File: src/hdl/b64c_pkg.sv
// shared types, constants and alphabet lookups for the base64 codec core
// no dependencies
`default_nettype none

package b64c_pkg;

   localparam logic [7:0] PAD_CHAR    = 8'h3D;
   localparam logic [2:0] ENC_RESULTS = 3'd4;

   // results of one accepted item, handed from the group logic to the output stage
   typedef struct packed {
      logic            load;
      logic [2:0]      count;
      logic [3:0][7:0] data;   // data[0] goes out first
   } burst_type;

   // 6-bit value to alphabet character
   function automatic logic [7:0] enc_char(input logic [5:0] v);
      logic [7:0] c;
      c = 8'h00;
      if (v < 6'd26)      c = 8'h41 + {2'b00, v};
      else if (v < 6'd52) c = 8'h61 + {2'b00, v - 6'd26};
      else if (v < 6'd62) c = 8'h30 + {2'b00, v - 6'd52};
      else if (v == 6'd62) c = 8'h2B;
      else                c = 8'h2F;
      return c;
   endfunction

   // alphabet character to 6-bit value, anything else gives zero
   function automatic logic [5:0] dec_value(input logic [7:0] c);
      logic [5:0] v;
      v = 6'd0;
      if (c inside {[8'h41:8'h5A]})      v = 6'(c - 8'h41);
      else if (c inside {[8'h61:8'h7A]}) v = 6'(c - 8'h61 + 8'd26);
      else if (c inside {[8'h30:8'h39]}) v = 6'(c - 8'h30 + 8'd52);
      else if (c == 8'h2B)               v = 6'd62;
      else if (c == 8'h2F)               v = 6'd63;
      return v;
   endfunction

endpackage

`default_nettype wire

File: src/hdl/b64c_group.sv
// group gathering for the base64 codec: mode register, group state and the
// single-pass encode/decode logic; uses b64c_pkg
`default_nettype none

module b64c_group (
   input  wire logic                 clock,
   input  wire logic                 reset,
   input  wire logic                 csr_write,
   input  wire logic                 csr_mode,
   input  wire logic                 item_accept,
   input  wire logic [7:0]           item_value,
   input  wire logic                 item_last,
   output b64c_pkg::burst_type       burst
);

   localparam logic [2:0] ENC_COUNT = b64c_pkg::ENC_RESULTS;

   logic        mode_ff, mode_in;
   logic [23:0] bits_ff, bits_in;
   logic [1:0]  cnt_ff, cnt_in;
   logic [1:0]  pad_ff, pad_in;

   logic [1:0]  enc_pos;
   logic [2:0]  enc_held;
   logic [23:0] enc_bits;
   logic [23:0] dec_bits;
   logic [5:0]  dec_val;
   logic        is_pad;
   logic [1:0]  pad_next;
   logic [2:0]  pads_sum;
   logic [1:0]  pads;
   logic [1:0]  dec_n;
   logic        emit;

   always_comb begin
      // encode side
      enc_pos  = (cnt_ff == 2'd3) ? 2'd2 : cnt_ff;
      enc_held = {1'b0, enc_pos} + 3'd1;
      case (enc_pos)
         2'd0:    enc_bits = bits_ff | {item_value, 16'h0000};
         2'd1:    enc_bits = bits_ff | {8'h00, item_value, 8'h00};
         default: enc_bits = bits_ff | {16'h0000, item_value};
      endcase

      // decode side
      is_pad   = (item_value == b64c_pkg::PAD_CHAR);
      pad_next = (is_pad && pad_ff != 2'd3) ? pad_ff + 2'd1 : pad_ff;
      dec_val  = is_pad ? 6'd0 : b64c_pkg::dec_value(item_value);
      case (cnt_ff)
         2'd0:    dec_bits = bits_ff | {dec_val, 18'h00000};
         2'd1:    dec_bits = bits_ff | {6'h00, dec_val, 12'h000};
         2'd2:    dec_bits = bits_ff | {12'h000, dec_val, 6'h00};
         default: dec_bits = bits_ff | {18'h00000, dec_val};
      endcase
      // missing characters of a short final group count as padding
      pads_sum = {1'b0, pad_next} + (3'd3 - {1'b0, cnt_ff});
      pads     = (pads_sum > 3'd3) ? 2'd3 : pads_sum[1:0];
      dec_n    = 2'd3 - pads;

      burst.load  = 1'b0;
      burst.count = ENC_COUNT;
      burst.data  = '0;
      if (mode_ff) begin
         emit        = (cnt_ff == 2'd3) || item_last;
         burst.count = {1'b0, dec_n};
         burst.data  = {8'h00, dec_bits[7:0], dec_bits[15:8], dec_bits[23:16]};
      end else begin
         emit = (enc_held == 3'd3) || item_last;
         for (int k = 0; k < 4; k++) begin
            if (3'(k) <= enc_held) begin
               burst.data[k] = b64c_pkg::enc_char(enc_bits[23 - 6 * k -: 6]);
            end else begin
               burst.data[k] = b64c_pkg::PAD_CHAR;
            end
         end
      end
      burst.load = item_accept && emit && (burst.count != 3'd0);

      mode_in = mode_ff;
      bits_in = bits_ff;
      cnt_in  = cnt_ff;
      pad_in  = pad_ff;
      if (csr_write) begin
         mode_in = csr_mode;
         bits_in = '0;
         cnt_in  = '0;
         pad_in  = '0;
      end else if (item_accept) begin
         if (emit) begin
            bits_in = '0;
            cnt_in  = '0;
            pad_in  = '0;
         end else if (mode_ff) begin
            bits_in = dec_bits;
            cnt_in  = cnt_ff + 2'd1;
            pad_in  = pad_next;
         end else begin
            bits_in = enc_bits;
            cnt_in  = enc_held[1:0];
         end
      end
   end

   always_ff @(posedge clock) begin
      if (reset) begin
         mode_ff <= 1'b0;
         bits_ff <= '0;
         cnt_ff  <= '0;
         pad_ff  <= '0;
      end else begin
         mode_ff <= mode_in;
         bits_ff <= bits_in;
         cnt_ff  <= cnt_in;
         pad_ff  <= pad_in;
      end
   end

endmodule

`default_nettype wire

File: src/hdl/b64c_burst.sv
// result registers for the base64 codec: one set of up to four result bytes
// sent one beat at a time, plus one set held behind it; uses b64c_pkg
`default_nettype none

module b64c_burst (
   input  wire logic                 clock,
   input  wire logic                 reset,
   input  wire b64c_pkg::burst_type  burst,
   output logic                      free,
   output logic                      rsp_tvalid,
   input  wire logic                 rsp_tready,
   output logic [7:0]                rsp_tdata,
   output logic                      rsp_tlast
);

   logic [2:0]      cnt_ff, cnt_in;
   logic [3:0][7:0] data_ff, data_in;
   logic            held_ff, held_in;
   logic [2:0]      held_cnt_ff, held_cnt_in;
   logic [3:0][7:0] held_data_ff, held_data_in;
   logic            take;
   logic            drain;

   assign rsp_tvalid = (cnt_ff != 3'd0);
   assign rsp_tdata  = data_ff[0];
   assign rsp_tlast  = (cnt_ff == 3'd1);
   assign take       = rsp_tvalid && rsp_tready;
   // sending set empty, or its final beat leaves this cycle
   assign drain      = (cnt_ff == 3'd0) || (rsp_tlast && rsp_tready);
   // input waits only while a second set is held
   assign free       = !held_ff;

   always_comb begin
      cnt_in       = cnt_ff;
      data_in      = data_ff;
      held_in      = held_ff;
      held_cnt_in  = held_cnt_ff;
      held_data_in = held_data_ff;
      if (take) begin
         cnt_in  = cnt_ff - 3'd1;
         data_in = {8'h00, data_ff[3:1]};
      end
      if (drain) begin
         if (held_ff) begin
            cnt_in  = held_cnt_ff;
            data_in = held_data_ff;
            held_in = 1'b0;
         end else if (burst.load) begin
            cnt_in  = burst.count;
            data_in = burst.data;
         end
      end else if (burst.load) begin
         held_in      = 1'b1;
         held_cnt_in  = burst.count;
         held_data_in = burst.data;
      end
   end

   always_ff @(posedge clock) begin
      if (reset) begin
         cnt_ff  <= '0;
         held_ff <= 1'b0;
      end else begin
         cnt_ff  <= cnt_in;
         held_ff <= held_in;
      end
   end

   always_ff @(posedge clock) begin
      data_ff      <= data_in;
      held_cnt_ff  <= held_cnt_in;
      held_data_ff <= held_data_in;
   end

endmodule

`default_nettype wire

File: src/hdl/base64_codec_core.sv
// latency: results of an item appear the cycle after it is accepted, or once the beats ahead
//   of them have gone
// throughput: one item per cycle; a completed group waits in a holding set while the one ahead
//   drains, and req_tready is low only while that set is held, so encode is held back by its
//   output (4 beats per group) and decode keeps one item per cycle while rsp_tready stays high
// reset: synchronous, active high; encode mode, empty group, no result pending
// top level of the base64 codec; uses b64c_pkg, b64c_group and b64c_burst
`default_nettype none

module base64_codec_core (
   input  wire logic       clock,
   input  wire logic       reset,
   input  wire logic       csr_valid,
   output logic            csr_ready,
   input  wire logic       csr_data,     // decode_mode
   input  wire logic       req_tvalid,
   output logic            req_tready,
   input  wire logic [7:0] req_tdata,    // in_value
   input  wire logic       req_tlast,    // in_last
   output logic            rsp_tvalid,
   input  wire logic       rsp_tready,
   output logic [7:0]      rsp_tdata,    // out_value
   output logic            rsp_tlast     // out_last
);

   b64c_pkg::burst_type burst;
   logic                free;

   assign csr_ready  = 1'b1;
   assign req_tready = free;

   b64c_group u_group (
      .clock       (clock),
      .reset       (reset),
      .csr_write   (csr_valid && csr_ready),
      .csr_mode    (csr_data),
      .item_accept (req_tvalid && req_tready),
      .item_value  (req_tdata),
      .item_last   (req_tlast),
      .burst       (burst)
   );

   b64c_burst u_burst (
      .clock      (clock),
      .reset      (reset),
      .burst      (burst),
      .free       (free),
      .rsp_tvalid (rsp_tvalid),
      .rsp_tready (rsp_tready),
      .rsp_tdata  (rsp_tdata),
      .rsp_tlast  (rsp_tlast)
   );

endmodule

`default_nettype wire

File: config.mk
export PLATFORM = sky130hd
export DESIGN_NAME = base64_codec_core
export DESIGN_NICKNAME = d
export VERILOG_FILES = /design/src/hdl/b64c_pkg.sv /design/src/hdl/b64c_group.sv /design/src/hdl/b64c_burst.sv /design/src/hdl/base64_codec_core.sv
export SDC_FILE = /design/constraint.sdc
export NUM_CORES = 1
export LEC_CHECK = 0
export BUFFER_PORTS_ARGS = -buffer_cell sky130_fd_sc_hd__buf_2
export CORE_MARGIN = 1.5
export CORE_UTILIZATION = 45
export CTS_CLUSTER_DIAMETER = 40
export DETAILED_ROUTE_END_ITERATION = 6
export SYNTH_ARGS = -nofsm -noshare
export SYNTH_HDL_FRONTEND = slang
export SYNTH_HIERARCHICAL = 1
export SYNTH_SLANG_ARGS = --single-unit
File: constraint.sdc
create_clock -name clock -period 10.3 [get_ports clock]
set_input_delay 0.515 -clock clock [delete_from_list [all_inputs] [get_ports clock]]
set_output_delay 0.515 -clock clock [all_outputs]
set_load 0.1 [all_outputs]
Word level (Yosys, flattened, before mapping) --
Index checks and enable logic that the tools add are counted.
Storage, ports and cells: register bits after elaboration 100, bits of input ports 15, output and inout port bits 12, logic and storage cells 163
Operators by class: add/subtract/negate cells 32, $lt $le $gt $ge 23, equality and inequality tests 14, mux-type cells 48, bitwise logic cells 8, reduce and logical (&&, ||, !) cells 23
Operators with widths (number):
- 32-bit 2-to-1 mux | 5
- 8-bit 2-to-1 mux | 16
- 24-bit one-hot mux with 3 select lines | 1
- 7-bit by 6-bit adder with 8-bit output, first input constant | 8
- 6-bit < comparator, second input constant | 8
- 24-bit 2-to-1 mux | 2
- 24-bit bitwise OR | 2
- 24-bit one-hot mux with 2 select lines | 1
- 6-bit 2-to-1 mux | 6
- 6-bit subtractor, second input constant | 6
- 6-bit by 6-bit adder with 7-bit output, first input constant | 4
- 3-bit 2-to-1 mux | 9
- 6-bit == test, second input constant | 4
- 8-bit by 6-bit == test with 1-bit output, second input constant | 3
- 6-bit by 5-bit < comparator with 1-bit output, second input constant | 4
- 24-bit by 12-bit bitwise OR with 24-bit output | 1
- 24-bit by 16-bit bitwise OR with 24-bit output | 1
- 24-bit by 18-bit bitwise OR with 24-bit output | 1
- 24-bit by 6-bit bitwise OR with 24-bit output | 1
- 24-bit by 8-bit bitwise OR with 24-bit output | 1
- 6-bit by 5-bit subtractor with 6-bit output, second input constant | 4
- 8-bit by 7-bit greater-or-equal comparator with 1-bit output, second input constant | 2
- 8-bit by 7-bit <= comparator with 1-bit output, second input constant | 2
- 2-bit 2-to-1 mux | 7
- other kinds (30) | 49

Logic depth before layout (Yosys ltp) --
word-level depth 14, mapped depth 17, depth with buffers taken out 14

Cells and area by module --
The synthesis kept the hierarchy.
By module, submodules not included:
- b64c_group | instances 1, cells an instance 710, area an instance 5146.2 µm², seq. area each 580.6 µm²
- b64c_burst | instances 1, cells an instance 260, area an instance 2960.3 µm², seq. area each 1771.7 µm²
- base64_codec_core | instances 1, cells an instance 3, area an instance 17.5 µm², seq. area each 0.0 µm²

Worst setup path after synthesis --
No wires, ideal clock.
path type input-to-reg, start point input port req_tdata[5], end point register u_burst.held_cnt_ff[0], enable pin, arrival time 4173 ps, slack 5696 ps, stages on the path 11, buffers on the path 1, cell sequence buf_4 -> nor3b_4 -> nand4_2 -> nor2_2 -> xor2_1 -> ha_1 -> inv_1 -> fa_1 -> and3_1 -> o311a_1 -> nor2b_1
RTL lines:
- from (decl) | line base64_codec_core.sv:18 | input wire logic [7:0] req_tdata,
- to (signal assigned) | line b64c_burst.sv:71 | held_cnt_ff <= held_cnt_in;
- to (decl) | line b64c_burst.sv:19 | logic [2:0] held_cnt_ff, held_cnt_in;

==> impl_metrics.env <==
export IMPL_avgSynthCellArea_um2=8.35
export IMPL_p_total_uw=1610
export IMPL_utilization=0.489
export IMPL_end_kind="flop"
export IMPL_layout_nets=1023
export IMPL_rrSetupSlack_ns=5.91
export IMPL_cts_tree="yes"
export IMPL_io_pins=27
export IMPL_yosys_warnings=6
export IMPL_fin_crit_sh=0.426
export IMPL_worst_setup_path_start_kind="flop"
export IMPL_r2r_end="u_burst/data_ff[29]"
export IMPL_synthCells=973
export IMPL_ir_drop_v=0.000222
export IMPL_die_h_um=137
export IMPL_worst_pin_slew_ns=1.05
export IMPL_postCtsSetupRepairBufs=0
export IMPL_numPortBuffers=25
export IMPL_num_vias=7811
export IMPL_max_slew_margin_rel=0.297
export IMPL_layout_setup_ws_ns=5.91
export IMPL_ctsResizeCount=0
export IMPL_synthTopCellsByCount="a21oi_1, nand2_1, o21ai_0, dfxtp_1, ha_1"
export IMPL_gr_usage_all_layers=0.278
export IMPL_ys_seq_elements=100
export IMPL_viasPerCell=6.64
export IMPL_fin_area_um2=8550
export IMPL_synth_top_area_frac=0.160
export IMPL_async_flop_share=0
export IMPL_area_growth_pct=5.28
export IMPL_crit_type="flop to flop"
export IMPL_ys_flop_type="dfxtp_1"
export IMPL_clk_pin_slew_ns=0.08
export IMPL_clock_latency_ns=0.37
export IMPL_fin_crit_ns=4.39
export IMPL_setup_tns_final_ns=0
export IMPL_drc=0
export IMPL_wl_um=25900
export IMPL_timing_fmax_mhz=228
export IMPL_max_cap_violations=0
export IMPL_layout_drive_gt1_share=0.0903
export IMPL_pre_cts_ws_ns=6.04
export IMPL_postCtsHoldBufs=0
export IMPL_path_max_fanout=21
export IMPL_fillers=1709
export IMPL_antenna_cells=0
export IMPL_clockBufferDepth=2
export IMPL_setup_viol=0
export IMPL_reg2reg_depth=14
export IMPL_r2r_start="u_group/cnt_ff[1]"
export IMPL_grt_start_max_net_pins=39
export IMPL_crit_start="u_group/cnt_ff[1]"
export IMPL_status="completed"
export IMPL_slew_viol_final=0
export IMPL_fin_worst_skew_ns=0.0158
export IMPL_dpl_cell_area_um2=8240
export IMPL_rsz0062_at_grt="no"
export IMPL_yosysTopAreaCell="dfxtp_1"
export IMPL_core_um2=17500
export IMPL_power_density_nw_per_um2=188
export IMPL_leakagePower_uw=0.00310
export IMPL_ys_types=91
export IMPL_antenna_found_initial=0
export IMPL_dr_pass1_iters=6
export IMPL_antenna_left=0
export IMPL_place_hpwl_um=18500
export IMPL_root_buffer="clkbuf_16"
export IMPL_grt_pass1_wl_um=40300
export IMPL_synth_most_common_cell="a21oi_1"
export IMPL_hold_path_class="input port to flop"
export IMPL_cts_buffers_inserted=9
export IMPL_required_ns=10.58
export IMPL_yosysSeqAreaShare=0.290
export IMPL_finalHoldViolations=0
export IMPL_post_drt_wl_per_cell_um=22.0
export IMPL_cts_sinks=100
export IMPL_gp_routability_congestion=0.955
export IMPL_netlist_top_cells_area="dfxtp_1, edfxtp_1, ha_1"
export IMPL_synth_edf_count=35
export IMPL_row_count=48
export IMPL_die_width_um=137
export IMPL_first_global_vias=7075
export IMPL_syn_nets=1049
export IMPL_overflow=0
export IMPL_cp_endpoint="u_burst/data_ff[29]"
export IMPL_dieArea_um2=18900
export IMPL_syn_area_um2=8120
export IMPL_drt_iter0_drc=1039
export IMPL_start_util=0.465
export IMPL_arrival_ns=4.67
export IMPL_cts_htree_levels=3
-- sequential cells by signal, summed over array words and instances (netlist names) --
| register | count |
|---|---|
| u_burst/held_data_ff | 32 |
| u_burst/data_ff | 24 |
| u_group/bits_ff | 24 |
| u_burst/rsp_tdata | 8 |
| u_burst/cnt_ff | 3 |
| u_burst/held_cnt_ff | 3 |
| u_group/cnt_ff | 2 |
| u_group/pad_ff | 2 |
| u_burst/held_ff | 1 |
| u_group/mode_ff | 1 |
-- placed cells by master, fill, tap and decap left out, types with 5 or more instances in the layout --
cell type  count
buf_4         11
o21bai_1       5
clkbuf_16      9
nor3_1        14
nand2_1       73
xnor2_1       23
o22ai_1       41
a31oi_1        9
a21oi_1       75
and3_1         7
a22o_1         5
ha_1          60
xor2_1        15
a22oi_1       26
nand3_1       52
dfxtp_1       65
o21ai_0       67
nand2b_1       6
o211ai_1      14
a211oi_1      15
and2_1         6
a32oi_1       29
a21o_1        15
mux2i_1        8
edfxtp_1      35
or3_1          9
nor2b_1        7
a311oi_1       6
buf_2         25
inv_1         39
nor2_1        48
nand4_1        9
a221oi_1       6
-- worst min path at each step --
| stage | start | end | depth (start not counted) |
|---|---|---|---|
| global placement | u_burst/data_ff[24] | u_burst/data_ff[24] | 2 |
| detailed placement | u_burst/data_ff[27] | u_burst/data_ff[27] | 2 |
| finish | csr_data | u_group/mode_ff | 3 |
| CTS | reset | u_burst/cnt_ff[1] | 2 |
| floorplan | u_burst/data_ff[24] | u_burst/data_ff[24] | 2 |
| global route | reset | u_burst/cnt_ff[1] | 2 |
-- logic make-up (layout without fill, tap and decap cells) --
group	Yosys count	in the layout	share of synthesized area
AOI/OAI and AO/OA	378	378	0.322
and+or+nand+nor	270	270	0.171
buffers and inverters	115	94	0.0673
DFF	100	100	0.290
adders and majority gates	61	61	0.0949
xor gates and xnor gates	40	40	0.0450
muxes	8	8	0.00986
other	1	1	0.000462
-- critical path, cell delays in order, from the launching register on --
cell	delay (ns)
dfxtp_1	0.54
inv_1	0.16
ha_1	0.21
buf_4	0.23
o21ai_2	0.72
a22oi_1	0.34
ha_1	0.31
nor4bb_1	0.15
a311oi_2	0.42
o21ai_2	0.14
o41ai_1	0.43
o21ai_0	0.15
a21oi_1	0.19
o22ai_1	0.09
a22oi_1	0.19
-- report_power, final --
group          switching [µW]  internal [µW]  leakage, µW  total, µW
Clock                     177            176     0.000152        353
Sequential               47.1            509     0.000853        557
Combinational             514            189      0.00210        703
-- through the flow --
step                instances  hold WS, ns
floorplan                 973        0.456
global placement         1161        0.487
detailed placement       1161        0.500
CTS                      1177        0.407
global route             1177        0.420
finish                   1177        0.429
-- metal layers --
metal	GRT usage	vias up	wire length, µm
li1	-	3665	-
met1	0.387	3749	11700
met2	0.441	352	11700
met3	0.0427	45	1850
met4	0.0889	0	627
met5	0	-	0
-- cell type report --
class	count	area (µm²)	area share
multi-input combinational	758	5240	0.612
sequential	100	2350	0.275
tap	225	282	0.0329
clock buffer	9	225	0.0263
timing repair buffer	36	208	0.0243
inverter	42	158	0.0184
clock inverter	7	91.3	0.0107
No activity file was read; power rests on OpenSTA's default activity.
